### src/hdl/atr_pkg.sv
// atr_pkg: shared constants, controller state type and the command/status
// structs that join the controller to the datapath of the average true range tracker.
// No dependencies.
`default_nettype none

package atr_pkg;

    // parameter defaults
    localparam int WINDOW_MAX_DEF = 64;
    localparam int PRICE_BITS_DEF = 32;

    // fixed field widths and constants
    localparam int FRAC_BITS    = 8;
    localparam int OUT_W        = 40;
    localparam int CFG_W        = 7;
    localparam int WINDOW_RESET = 14;

    // controller states, one-hot
    typedef enum logic [7:0] {
        S_IDLE   = 8'b0000_0001,
        S_RANGE  = 8'b0000_0010,
        S_FILL   = 8'b0000_0100,
        S_START1 = 8'b0000_1000,
        S_WAIT1  = 8'b0001_0000,
        S_START2 = 8'b0010_0000,
        S_WAIT2  = 8'b0100_0000,
        S_FINISH = 8'b1000_0000
    } t_state;

    // divider dividend select
    typedef enum logic {
        DIV_AVG = 1'b0,
        DIV_ATR = 1'b1
    } t_div_sel;

    // controller to datapath
    typedef struct packed {
        logic     load_in;
        logic     calc_range;
        logic     fill;
        logic     div_start;
        t_div_sel div_sel;
        logic     take_avg;
        logic     finish;
    } t_cmd;

    // datapath to controller
    typedef struct packed {
        logic full;
        logic div_done;
        logic out_free;
    } t_status;

endpackage

`default_nettype wire

### src/hdl/atr_ram.sv
// atr_ram: generic simple dual-port ram, one write port and one registered read port.
// No dependencies.
`default_nettype none

module atr_ram #(
    parameter int WIDTH = 32,
    parameter int DEPTH = 64
) (
    input  wire logic                     i_clk,
    input  wire logic                     i_wr_en,
    input  wire logic [$clog2(DEPTH)-1:0] i_wr_addr,
    input  wire logic [WIDTH-1:0]         i_wr_data,
    input  wire logic [$clog2(DEPTH)-1:0] i_rd_addr,
    output logic      [WIDTH-1:0]         o_rd_data
);

    logic [WIDTH-1:0] r_mem [DEPTH];

    // write port and registered read
    always_ff @(posedge i_clk) begin
        if (i_wr_en) begin
            r_mem[i_wr_addr] <= i_wr_data;
        end
        o_rd_data <= r_mem[i_rd_addr];
    end

endmodule

`default_nettype wire

### src/hdl/atr_div.sv
// atr_div: restoring unsigned divider, one quotient bit per cycle.
// No package dependencies.
`default_nettype none

module atr_div #(
    parameter int DIV_W = 46,
    parameter int N_W   = 7
) (
    input  wire logic             i_clk,
    input  wire logic             i_rst_n,
    input  wire logic             i_start,
    input  wire logic [DIV_W-1:0] i_dividend,
    input  wire logic [N_W-1:0]   i_divisor,
    output logic                  o_done,
    output logic      [DIV_W-1:0] o_quotient,
    output logic      [N_W-1:0]   o_remainder
);

    localparam int CNT_W = $clog2(DIV_W + 1);

    logic [CNT_W-1:0] r_cnt;
    logic             r_done;
    logic [DIV_W-1:0] r_quo;
    logic [N_W-1:0]   r_rem;
    logic [N_W-1:0]   r_dvs;

    logic [N_W:0]     w_trial;
    logic [N_W:0]     w_sub;
    logic             w_ge;
    logic [N_W-1:0]   n_rem;

    // one restoring step: shift in the next dividend bit and try the subtract
    always_comb begin
        w_trial = {r_rem, r_quo[DIV_W-1]};
        w_sub   = w_trial - {1'b0, r_dvs};
        w_ge    = (w_trial >= {1'b0, r_dvs});
        n_rem   = w_ge ? w_sub[N_W-1:0] : w_trial[N_W-1:0];
    end

    // step counter and done pulse
    always_ff @(posedge i_clk) begin
        if (!i_rst_n) begin
            r_cnt  <= '0;
            r_done <= 1'b0;
        end else begin
            r_done <= 1'b0;
            if (i_start) begin
                r_cnt <= CNT_W'(DIV_W);
            end else if (r_cnt != '0) begin
                r_cnt <= r_cnt - 1'b1;
                if (r_cnt == CNT_W'(1)) begin
                    r_done <= 1'b1;
                end
            end
        end
    end

    // quotient and remainder registers
    always_ff @(posedge i_clk) begin
        if (i_start) begin
            r_quo <= i_dividend;
            r_rem <= '0;
            r_dvs <= i_divisor;
        end else if (r_cnt != '0) begin
            r_quo <= {r_quo[DIV_W-2:0], w_ge};
            r_rem <= n_rem;
        end
    end

    assign o_done      = r_done;
    assign o_quotient  = r_quo;
    assign o_remainder = r_rem;

endmodule

`default_nettype wire

### src/hdl/atr_ctrl.sv
// atr_ctrl: controller state machine of the average true range tracker.
// Depends on atr_pkg.
`default_nettype none

module atr_ctrl (
    input  wire logic            i_clk,
    input  wire logic            i_rst_n,
    input  wire logic            i_in_valid,
    output logic                 o_in_stall,
    input  wire atr_pkg::t_status i_status,
    output atr_pkg::t_cmd        o_cmd
);

    import atr_pkg::*;

    t_state r_state;
    t_state n_state;

    // next state and commands
    always_comb begin
        n_state = r_state;
        o_cmd   = '0;
        unique case (r_state)
            S_IDLE: begin
                if (i_in_valid) begin
                    o_cmd.load_in = 1'b1;
                    n_state       = S_RANGE;
                end
            end
            S_RANGE: begin
                o_cmd.calc_range = 1'b1;
                n_state          = i_status.full ? S_START1 : S_FILL;
            end
            S_FILL: begin
                o_cmd.fill = 1'b1;
                n_state    = S_IDLE;
            end
            S_START1: begin
                o_cmd.div_start = 1'b1;
                o_cmd.div_sel   = DIV_AVG;
                n_state         = S_WAIT1;
            end
            S_WAIT1: begin
                if (i_status.div_done) begin
                    o_cmd.take_avg = 1'b1;
                    n_state        = S_START2;
                end
            end
            S_START2: begin
                o_cmd.div_start = 1'b1;
                o_cmd.div_sel   = DIV_ATR;
                n_state         = S_WAIT2;
            end
            S_WAIT2: begin
                if (i_status.div_done) begin
                    n_state = S_FINISH;
                end
            end
            S_FINISH: begin
                if (i_status.out_free) begin
                    o_cmd.finish = 1'b1;
                    n_state      = S_IDLE;
                end
            end
            default: begin
                n_state = S_IDLE;
            end
        endcase
    end

    // state register
    always_ff @(posedge i_clk) begin
        if (!i_rst_n) begin
            r_state <= S_IDLE;
        end else begin
            r_state <= n_state;
        end
    end

    assign o_in_stall = (r_state != S_IDLE);

endmodule

`default_nettype wire

### src/hdl/atr_dp.sv
// atr_dp: datapath of the average true range tracker: true range, window ring,
// running sum, shared divider and output register. Depends on atr_pkg, atr_ram, atr_div.
`default_nettype none

module atr_dp #(
    parameter int WINDOW_MAX = atr_pkg::WINDOW_MAX_DEF,
    parameter int PRICE_BITS = atr_pkg::PRICE_BITS_DEF
) (
    input  wire logic                       i_clk,
    input  wire logic                       i_rst_n,
    input  wire logic                       i_cfg_wr_en,
    input  wire logic [atr_pkg::CFG_W-1:0]  i_cfg_wr_data,
    input  wire logic [PRICE_BITS-1:0]      i_high_price,
    input  wire logic [PRICE_BITS-1:0]      i_low_price,
    input  wire logic [PRICE_BITS-1:0]      i_close_price,
    input  wire logic                       i_out_stall,
    output logic                            o_out_valid,
    output logic      [atr_pkg::OUT_W-1:0]  o_atr_value,
    input  wire atr_pkg::t_cmd              i_cmd,
    output atr_pkg::t_status                o_status
);

    import atr_pkg::*;

    localparam int AW      = $clog2(WINDOW_MAX);
    localparam int N_W     = $clog2(WINDOW_MAX + 1);
    localparam int BS_W    = $clog2(WINDOW_MAX + 2);
    localparam int SUM_W   = PRICE_BITS + $clog2(WINDOW_MAX);
    localparam int ACC_W   = PRICE_BITS + FRAC_BITS;
    localparam int DIV_W   = SUM_W + FRAC_BITS;
    localparam int N_RESET = (WINDOW_MAX < WINDOW_RESET) ? WINDOW_MAX : WINDOW_RESET;

    // state registers
    logic [N_W-1:0]        r_n;
    logic [BS_W-1:0]       r_bars;
    logic [SUM_W-1:0]      r_sum;
    logic [AW-1:0]         r_oldest;
    logic [PRICE_BITS-1:0] r_prev_close;
    logic                  r_out_valid;

    // payload registers
    logic [PRICE_BITS-1:0] r_high;
    logic [PRICE_BITS-1:0] r_low;
    logic [PRICE_BITS-1:0] r_close;
    logic [PRICE_BITS-1:0] r_tr;
    logic [ACC_W-1:0]      r_avg;
    logic                  r_up;
    logic [ACC_W-1:0]      r_atr;

    logic [N_W-1:0]        w_cfg_n;
    logic [PRICE_BITS-1:0] w_hl;
    logic [PRICE_BITS-1:0] w_hc;
    logic [PRICE_BITS-1:0] w_lc;
    logic [PRICE_BITS-1:0] w_tr;
    logic [ACC_W-1:0]      w_t;
    logic                  w_up;
    logic [ACC_W-1:0]      w_diff;
    logic [DIV_W-1:0]      w_dividend;
    logic                  w_div_done;
    logic [DIV_W-1:0]      w_quo;
    logic [N_W-1:0]        w_rem;
    logic [ACC_W-1:0]      w_q;
    logic [ACC_W-1:0]      w_atr;
    logic [N_W:0]          w_next_slot;
    logic                  w_ram_we;
    logic [AW-1:0]         w_ram_waddr;
    logic [PRICE_BITS-1:0] w_ram_rd;

    // clamp the written window length to 1..WINDOW_MAX
    always_comb begin
        if (i_cfg_wr_data == '0) begin
            w_cfg_n = N_W'(1);
        end else if (32'(i_cfg_wr_data) > 32'(WINDOW_MAX)) begin
            w_cfg_n = N_W'(WINDOW_MAX);
        end else begin
            w_cfg_n = N_W'(i_cfg_wr_data);
        end
    end

    // true range from the latched bar and the previous close
    always_comb begin
        w_hl = (r_high >= r_low) ? (r_high - r_low) : '0;
        w_hc = (r_high >= r_prev_close) ? (r_high - r_prev_close) : (r_prev_close - r_high);
        w_lc = (r_low >= r_prev_close) ? (r_low - r_prev_close) : (r_prev_close - r_low);
        w_tr = w_hl;
        if (w_hc > w_tr) begin
            w_tr = w_hc;
        end
        if (w_lc > w_tr) begin
            w_tr = w_lc;
        end
    end

    // divider operands: scaled sum, or distance of the new range from the average
    always_comb begin
        w_t    = {r_tr, FRAC_BITS'(0)};
        w_up   = (w_t >= r_avg);
        w_diff = w_up ? (w_t - r_avg) : (r_avg - w_t);
        if (i_cmd.div_sel == DIV_AVG) begin
            w_dividend = {r_sum, FRAC_BITS'(0)};
        end else begin
            w_dividend = DIV_W'(w_diff);
        end
    end

    // result: step toward the new range, rounding the downward step up
    always_comb begin
        w_q = w_quo[ACC_W-1:0];
        if (r_up) begin
            w_atr = r_avg + w_q;
        end else begin
            w_atr = r_avg - w_q - ACC_W'(w_rem != '0);
        end
        w_next_slot = {1'b0, N_W'(r_oldest)} + 1'b1;
    end

    // ring write port: fill slot during warm-up, oldest slot afterwards
    always_comb begin
        w_ram_we    = 1'b0;
        w_ram_waddr = r_oldest;
        if (i_cmd.fill && (r_bars != '0)) begin
            w_ram_we    = 1'b1;
            w_ram_waddr = AW'(r_bars - 1'b1);
        end else if (i_cmd.finish) begin
            w_ram_we = 1'b1;
        end
    end

    atr_ram #(
        .WIDTH (PRICE_BITS),
        .DEPTH (WINDOW_MAX)
    ) u_ring (
        .i_clk     (i_clk),
        .i_wr_en   (w_ram_we),
        .i_wr_addr (w_ram_waddr),
        .i_wr_data (r_tr),
        .i_rd_addr (r_oldest),
        .o_rd_data (w_ram_rd)
    );

    atr_div #(
        .DIV_W (DIV_W),
        .N_W   (N_W)
    ) u_div (
        .i_clk       (i_clk),
        .i_rst_n     (i_rst_n),
        .i_start     (i_cmd.div_start),
        .i_dividend  (w_dividend),
        .i_divisor   (r_n),
        .o_done      (w_div_done),
        .o_quotient  (w_quo),
        .o_remainder (w_rem)
    );

    // window length, warm-up count, running sum and ring pointer
    always_ff @(posedge i_clk) begin
        if (!i_rst_n) begin
            r_n          <= N_W'(N_RESET);
            r_bars       <= '0;
            r_sum        <= '0;
            r_oldest     <= '0;
            r_prev_close <= '0;
        end else if (i_cfg_wr_en) begin
            r_n      <= w_cfg_n;
            r_bars   <= '0;
            r_sum    <= '0;
            r_oldest <= '0;
        end else begin
            if (i_cmd.calc_range) begin
                r_prev_close <= r_close;
            end
            if (i_cmd.fill) begin
                r_bars <= r_bars + 1'b1;
                if (r_bars != '0) begin
                    r_sum <= r_sum + SUM_W'(r_tr);
                end
            end
            if (i_cmd.finish) begin
                r_sum    <= r_sum - SUM_W'(w_ram_rd) + SUM_W'(r_tr);
                r_oldest <= (w_next_slot >= {1'b0, r_n}) ? '0 : AW'(w_next_slot);
            end
        end
    end

    // bar, range and average registers
    always_ff @(posedge i_clk) begin
        if (i_cmd.load_in) begin
            r_high  <= i_high_price;
            r_low   <= i_low_price;
            r_close <= i_close_price;
        end
        if (i_cmd.calc_range) begin
            r_tr <= w_tr;
        end
        if (i_cmd.take_avg) begin
            r_avg <= w_quo[ACC_W-1:0];
        end
        if (i_cmd.div_start && (i_cmd.div_sel == DIV_ATR)) begin
            r_up <= w_up;
        end
        if (i_cmd.finish) begin
            r_atr <= w_atr;
        end
    end

    // output register
    always_ff @(posedge i_clk) begin
        if (!i_rst_n) begin
            r_out_valid <= 1'b0;
        end else if (i_cmd.finish) begin
            r_out_valid <= 1'b1;
        end else if (!i_out_stall) begin
            r_out_valid <= 1'b0;
        end
    end

    assign o_out_valid       = r_out_valid;
    assign o_atr_value       = OUT_W'(r_atr);
    assign o_status.full     = (r_bars > BS_W'(r_n));
    assign o_status.div_done = w_div_done;
    assign o_status.out_free = !r_out_valid || !i_out_stall;

endmodule

`default_nettype wire

### src/hdl/average_true_range_tracker.sv
// average_true_range_tracker: top level, depends on atr_pkg, atr_ctrl and atr_dp.
// Takes one price bar per request (high, low, close) and forms its true range. The first
// bar after reset or after a window_length write only records its close; the next n bars
// fill the window ring and give no result; every later bar gives one ATR result with 8
// fraction bits, computed from the window average and then the new range, after which the
// range replaces the oldest ring entry. A bar that gives a result goes through the range
// step, two passes through the one-bit-per-cycle divider (DIV_W being PRICE_BITS +
// clog2(WINDOW_MAX) + 8) and the finish step, which waits while an earlier result is stalled; a
// warm-up bar goes through the range and fill steps. One bar is worked on at a time; a
// finished result waits in the output register while the next bar is taken. Writing
// window_length (clamped to 1..WINDOW_MAX) restarts the warm-up and keeps the previous close.
`default_nettype none

module average_true_range_tracker #(
    parameter int WINDOW_MAX = atr_pkg::WINDOW_MAX_DEF,
    parameter int PRICE_BITS = atr_pkg::PRICE_BITS_DEF
) (
    input  wire logic                      i_clk,
    input  wire logic                      i_rst_n,
    input  wire logic                      i_cfg_wr_en,
    input  wire logic [atr_pkg::CFG_W-1:0] i_cfg_wr_data,
    input  wire logic                      i_in_valid,
    output logic                           o_in_stall,
    input  wire logic [PRICE_BITS-1:0]     i_high_price,
    input  wire logic [PRICE_BITS-1:0]     i_low_price,
    input  wire logic [PRICE_BITS-1:0]     i_close_price,
    output logic                           o_out_valid,
    input  wire logic                      i_out_stall,
    output logic      [atr_pkg::OUT_W-1:0] o_atr_value
);

    import atr_pkg::*;

    t_cmd    w_cmd;
    t_status w_status;

    // controller
    atr_ctrl u_ctrl (
        .i_clk      (i_clk),
        .i_rst_n    (i_rst_n),
        .i_in_valid (i_in_valid),
        .o_in_stall (o_in_stall),
        .i_status   (w_status),
        .o_cmd      (w_cmd)
    );

    // datapath
    atr_dp #(
        .WINDOW_MAX (WINDOW_MAX),
        .PRICE_BITS (PRICE_BITS)
    ) u_dp (
        .i_clk         (i_clk),
        .i_rst_n       (i_rst_n),
        .i_cfg_wr_en   (i_cfg_wr_en),
        .i_cfg_wr_data (i_cfg_wr_data),
        .i_high_price  (i_high_price),
        .i_low_price   (i_low_price),
        .i_close_price (i_close_price),
        .i_out_stall   (i_out_stall),
        .o_out_valid   (o_out_valid),
        .o_atr_value   (o_atr_value),
        .i_cmd         (w_cmd),
        .o_status      (w_status)
    );

    // an accepted request blocks the input until its work is done
    a_accept_blocks: assert property (@(posedge i_clk) disable iff (!i_rst_n)
        (i_in_valid && !o_in_stall) |=> o_in_stall)
        else $error("input not blocked after request");

    // a result only appears from the finish step
    a_out_from_finish: assert property (@(posedge i_clk) disable iff (!i_rst_n)
        $rose(o_out_valid) |-> $past(w_cmd.finish))
        else $error("output valid without finish");

    // finish never overwrites a stalled result
    a_no_overwrite: assert property (@(posedge i_clk) disable iff (!i_rst_n)
        w_cmd.finish |-> !(o_out_valid && i_out_stall))
        else $error("result overwritten");

    // the divider is never started in the same cycle in which it signals done
    a_div_start_idle: assert property (@(posedge i_clk) disable iff (!i_rst_n)
        w_cmd.div_start |-> !w_status.div_done)
        else $error("divider started while finishing");

endmodule

`default_nettype wire

### config.mk
export PLATFORM = sky130hd
export DESIGN_NAME = average_true_range_tracker
export DESIGN_NICKNAME = d
export VERILOG_FILES = /design/src/hdl/atr_pkg.sv /design/src/hdl/atr_ram.sv /design/src/hdl/atr_div.sv /design/src/hdl/atr_ctrl.sv /design/src/hdl/atr_dp.sv /design/src/hdl/average_true_range_tracker.sv
export SDC_FILE = /design/constraint.sdc
export NUM_CORES = 2
export LEC_CHECK = 0
export BUFFER_PORTS_ARGS = -buffer_cell sky130_fd_sc_hd__buf_4
export CORE_MARGIN = 1.5
export CORE_UTILIZATION = 60
export CTS_CLUSTER_SIZE = 40
export DETAILED_ROUTE_END_ITERATION = 7
export GPL_ROUTABILITY_DRIVEN = 1
export PLACE_DENSITY = 0.86
export SLEW_MARGIN = 20
export SYNTH_ARGS = -nofsm -noshare
export SYNTH_HDL_FRONTEND = slang
export SYNTH_SLANG_ARGS = --single-unit
### constraint.sdc
create_clock -name i_clk -period 19.6 [get_ports i_clk]
set_clock_uncertainty 0.1 [all_clocks]
set_input_delay 2.94 -clock i_clk [delete_from_list [all_inputs] [get_ports i_clk]]
set_output_delay 2.94 -clock i_clk [all_outputs]
set_load 0.02 [all_outputs]
==> results by group <==
Outcome
  – Status: finished, final reports clean

Power and ir drop
  – P_leak: 44.0 nW
  – Net Sw Frac: 28.6%
  – Internal: 9.66 mW
  – Logic pwr share: 19.0%
  – Sequential share of power: 44.9%
  – Clock power frac: 36.1%
  – Worst VDD drop: 108 uV
  – Net Sw Power: 3.86 mW
  – Pwr Density: 105 nW/um2

Layout
  – Layout cells sized above 1: 18.1%
  – Final Instance Area: 129,000 um2
  – Layout Utilization: 67.2%
  – FILL cells: 12,200
  – Nets@finish: 8,510
  – Syn-to-layout area delta: 11.1%

Timing
  – Final Hold Vio Count: 0
  – Worst-Margin Slew: 1320 ps
  – Min Tclk post-route: 10,330 ps
  – Final Slew Violations: 0
  – Final TNS setup: 0 ps
  – Setup violations, final: 0
  – RSZ-0062 raised after global routing: false
  – Hold WS: 350 ps
  – Tcrit/Tclk final: 52.7%
  – Max-slew headroom: 11.0%
  – Maximum clock rate: 0.0968 GHz

Floorplanning
  – Starting Density: 60.4%
  – Total die area: 197,000 um2
  – Die height: 443 um
  – Core area: 193,000 um2
  – I/O pins: 150
  – Die span in x: 443 um
  – # rows: 161

Worst setup path
  – Reg2reg path depth: 30
  – Crit path buffers/inverters: 5
  – Maximum fanout along the worst path: 55
  – Delay-heaviest family, CP: simple AND/OR/NAND/NOR gates
  – CP Depth: 30
  – Reg-to-reg slack, setup: 9270 ps
  – Slowest stage delay, CP: 710 ps
  – CP arrival: 10,820 ps
  – Crit. End Element: register
  – RR Startpoint: u_dp.r_low[0]
  – FF-to-FF End: u_dp.r_tr[30]
  – CP required: 20,090 ps
  – CP startpoint kind: register
  – WS Path Type: reg2reg
  – Slowest cell on crit path: nor4_1

Yosys
  – Seq cells post-synth: 2,455
  – Post-synth EDFFs: 2,310
  – Biggest area consumer among synthesized cells: edfxtp_1
  – Syn_area_per_cell: 15.2 um2
  – Asr flop ratio synth: 0%
  – Commonest register cell after synthesis: edfxtp_1
  – YS warnings: 0
  – Distinct cells, synth: 87
  – Area contributors post-synth: edfxtp_1, mux4_2, ha_1
  – Post-Syn Area: 116,000 um2
  – Register area share after synthesis: 62.1%
  – Mapped Nets: 8,310
  – Mapped Cells: 7,657
  – Post-synth top area share: 59.6%

Global route
  – All-Layer GR Usage: 38.0%
  – First-pass GRT wire length: 534 mm
  – Met1 usage: 47.8%
  – Largest net degree at the start of global routing: 110
  – Vias in the first global route: 73,700
  – Initial antenna violation count: 43
  – Total grt overflow: 0
  – GRT met3 Usage: 8.74%
  – Layer with the highest usage: met2
  – Met2 Use GR: 59.6%

Drt
  – Vias: 76,100
  – DRT antenna net count: 0
  – Vias per Instance: 7.17
  – DRT Pass-1 Iters: 8
  – Total wire length: 376 mm
  – DRC: 0
  – Wire per inst: 35.5 um
  – Initial DRC count: 11,500

CTS
  – Clock Latency Late Sink: 920 ps
  – Post CTS Setup Buffer Count: 0
  – Clk slew on worst S/H paths: 60 ps
  – Root Driver: clkbuf_16
  – Longest Clk Path Bufs: 3
  – # H-tree levels: 4
  – CTS tree: yes
  – Post-cts sizing count: 0
  – Num CTS Buffers: 236
  – CTS sink cnt: 2,455
  – Cts-stage hold buffer count: 0

Placement
  – I/O Buffers: 149
  – Post-DP HPWL: 224 mm
  – Gp weighted congestion: 1.02
  – Post-DP Area: 121,000 um2

Worst hold path
  – Min-delay src: u_dp.r_n[1]
  – Tightest Hold Check Type: reg2reg
  – Hold Path End: u_dp.u_div.r_dvs[1]
  – Hold path cells: 0

Flow run
  – Max-Cap Viols: 0
through the flow:
stage | setup slack [ps] | power [mW] | cells
final | 9270 | 13.5 | 10600
after floorplan | 11870 | 7.96 | 7657
after CTS | 9550 | 13.5 | 10600
after global placement | 9830 | 8.58 | 10100
after detailed placement | 9580 | 8.66 | 10100
after global routing | 8840 | 13.9 | 10600
synth_stat cells, types with 12 or more instances:
master	n
nor2b_1	49
mux2i_1	69
buf_2	13
o31a_1	19
xnor2_1	190
a211oi_1	66
nand2b_1	38
a221o_1	12
o22ai_1	20
xor2_1	81
mux4_2	672
a31oi_1	54
clkbuf_1	274
a211o_1	16
nor3_1	74
nand4_1	61
nor3b_1	17
nor2_1	385
a311oi_1	17
nand3b_1	22
a21boi_0	12
nand2_1	452
nor4_1	21
o21ai_0	293
fa_1	43
a21oi_1	508
edfxtp_1	2310
o211ai_1	44
dfxtp_1	145
nand3_1	77
a221oi_1	18
and2_1	23
or3_1	29
o221ai_1	25
and3_1	31
inv_1	471
a21o_1	150
o21bai_1	65
buf_1	49
o31ai_1	33
o21a_1	46
ha_1	502
worst max path at each step:
stage / slack [ps] / end / startpoint
after global routing: 8840 / u_dp.r_tr[30] / u_dp.r_low[0]
after detailed placement: 9580 / u_dp.r_tr[30] / u_dp.r_low[0]
after floorplan: 11870 / u_dp.r_tr[24] / u_dp.r_low[0]
after CTS: 9550 / u_dp.r_tr[30] / u_dp.r_low[0]
after global placement: 9830 / u_dp.r_tr[25] / u_dp.r_low[0]
final: 9270 / u_dp.r_tr[30] / u_dp.r_low[0]
cell type report:
type | count | area, um2 | area share (%)
Sequential cell | 2455 | 72300 | 55.9
Tap cell | 2526 | 3160 | 2.44
Clock inverter | 161 | 1960 | 1.52
Antenna cell | 20 | 50.0 | 0.0387
Multi-Input combinational cell | 4385 | 41600 | 32.2
Clock buffer | 284 | 6190 | 4.78
Timing Repair Buffer | 303 | 2320 | 1.79
Inverter | 476 | 1790 | 1.38
routing by layer:
layer / wire, um / vias to the layer above
met5: 294 / -
met4: 29700 / 34
met3: 44300 / 1381
met2: 176000 / 6360
met1: 126000 / 38000
li1: - / 30300
kinds of logic after synthesis:
family | after synthesis | synth area share, %
flops | 2455 | 62.1
mux | 752 | 13.7
simple gates | 1321 | 5.25
buf+inv | 817 | 2.67
xor+xnor | 271 | 2.04
fa+ha+maj | 545 | 6.14
compound gates | 1496 | 8.11
cell usage in the layout, fill, tap and decap left out, types with 48 or more instances in the layout:
master,count
mux2i_1,69
nor2_4,66
nor2_1,317
ha_1,502
inv_1,471
o21ai_0,293
dfxtp_1,139
nor3_1,74
clkinv_2,48
nor2b_1,49
buf_4,299
edfxtp_1,2310
xnor2_1,190
o21bai_1,65
nand2_1,451
a21oi_1,508
clkbuf_16,238
mux4_2,672
nand4_1,61
nand3_1,77
a21o_1,150
a31oi_1,53
a211oi_1,65
xor2_1,81
flip-flops by register name (all words and copies together) (netlist names), 6 cells and up:
name,count
u_dp.r_sum,38
u_dp.u_div.r_dvs,7
u_dp.r_tr,32
u_dp.r_high,32
u_dp.r_prev_close,32
u_dp.r_low,32
u_dp.u_ring.r_mem,2048
u_ctrl.r_state,8
u_dp.u_div.o_remainder,7
u_dp.r_bars,7
u_dp.u_ring.o_rd_data,32
u_dp.u_div.r_cnt,6
u_dp.r_avg,40
u_dp.u_div.o_quotient,46
u_dp.r_n,7
u_dp.o_atr_value,40
u_dp.r_close,32
u_dp.r_oldest,6
power groups by stage:
stage	Sequential (mW)	Clock, mW	Combinational [mW]
floorplan	6.18	0	1.77
global placement	6.17	0	2.41
detailed placement	6.18	0	2.48
CTS	6.06	4.90	2.51
global route	6.07	5.07	2.80
finish	6.07	4.89	2.57
Power figures use the tool's default switching activity.
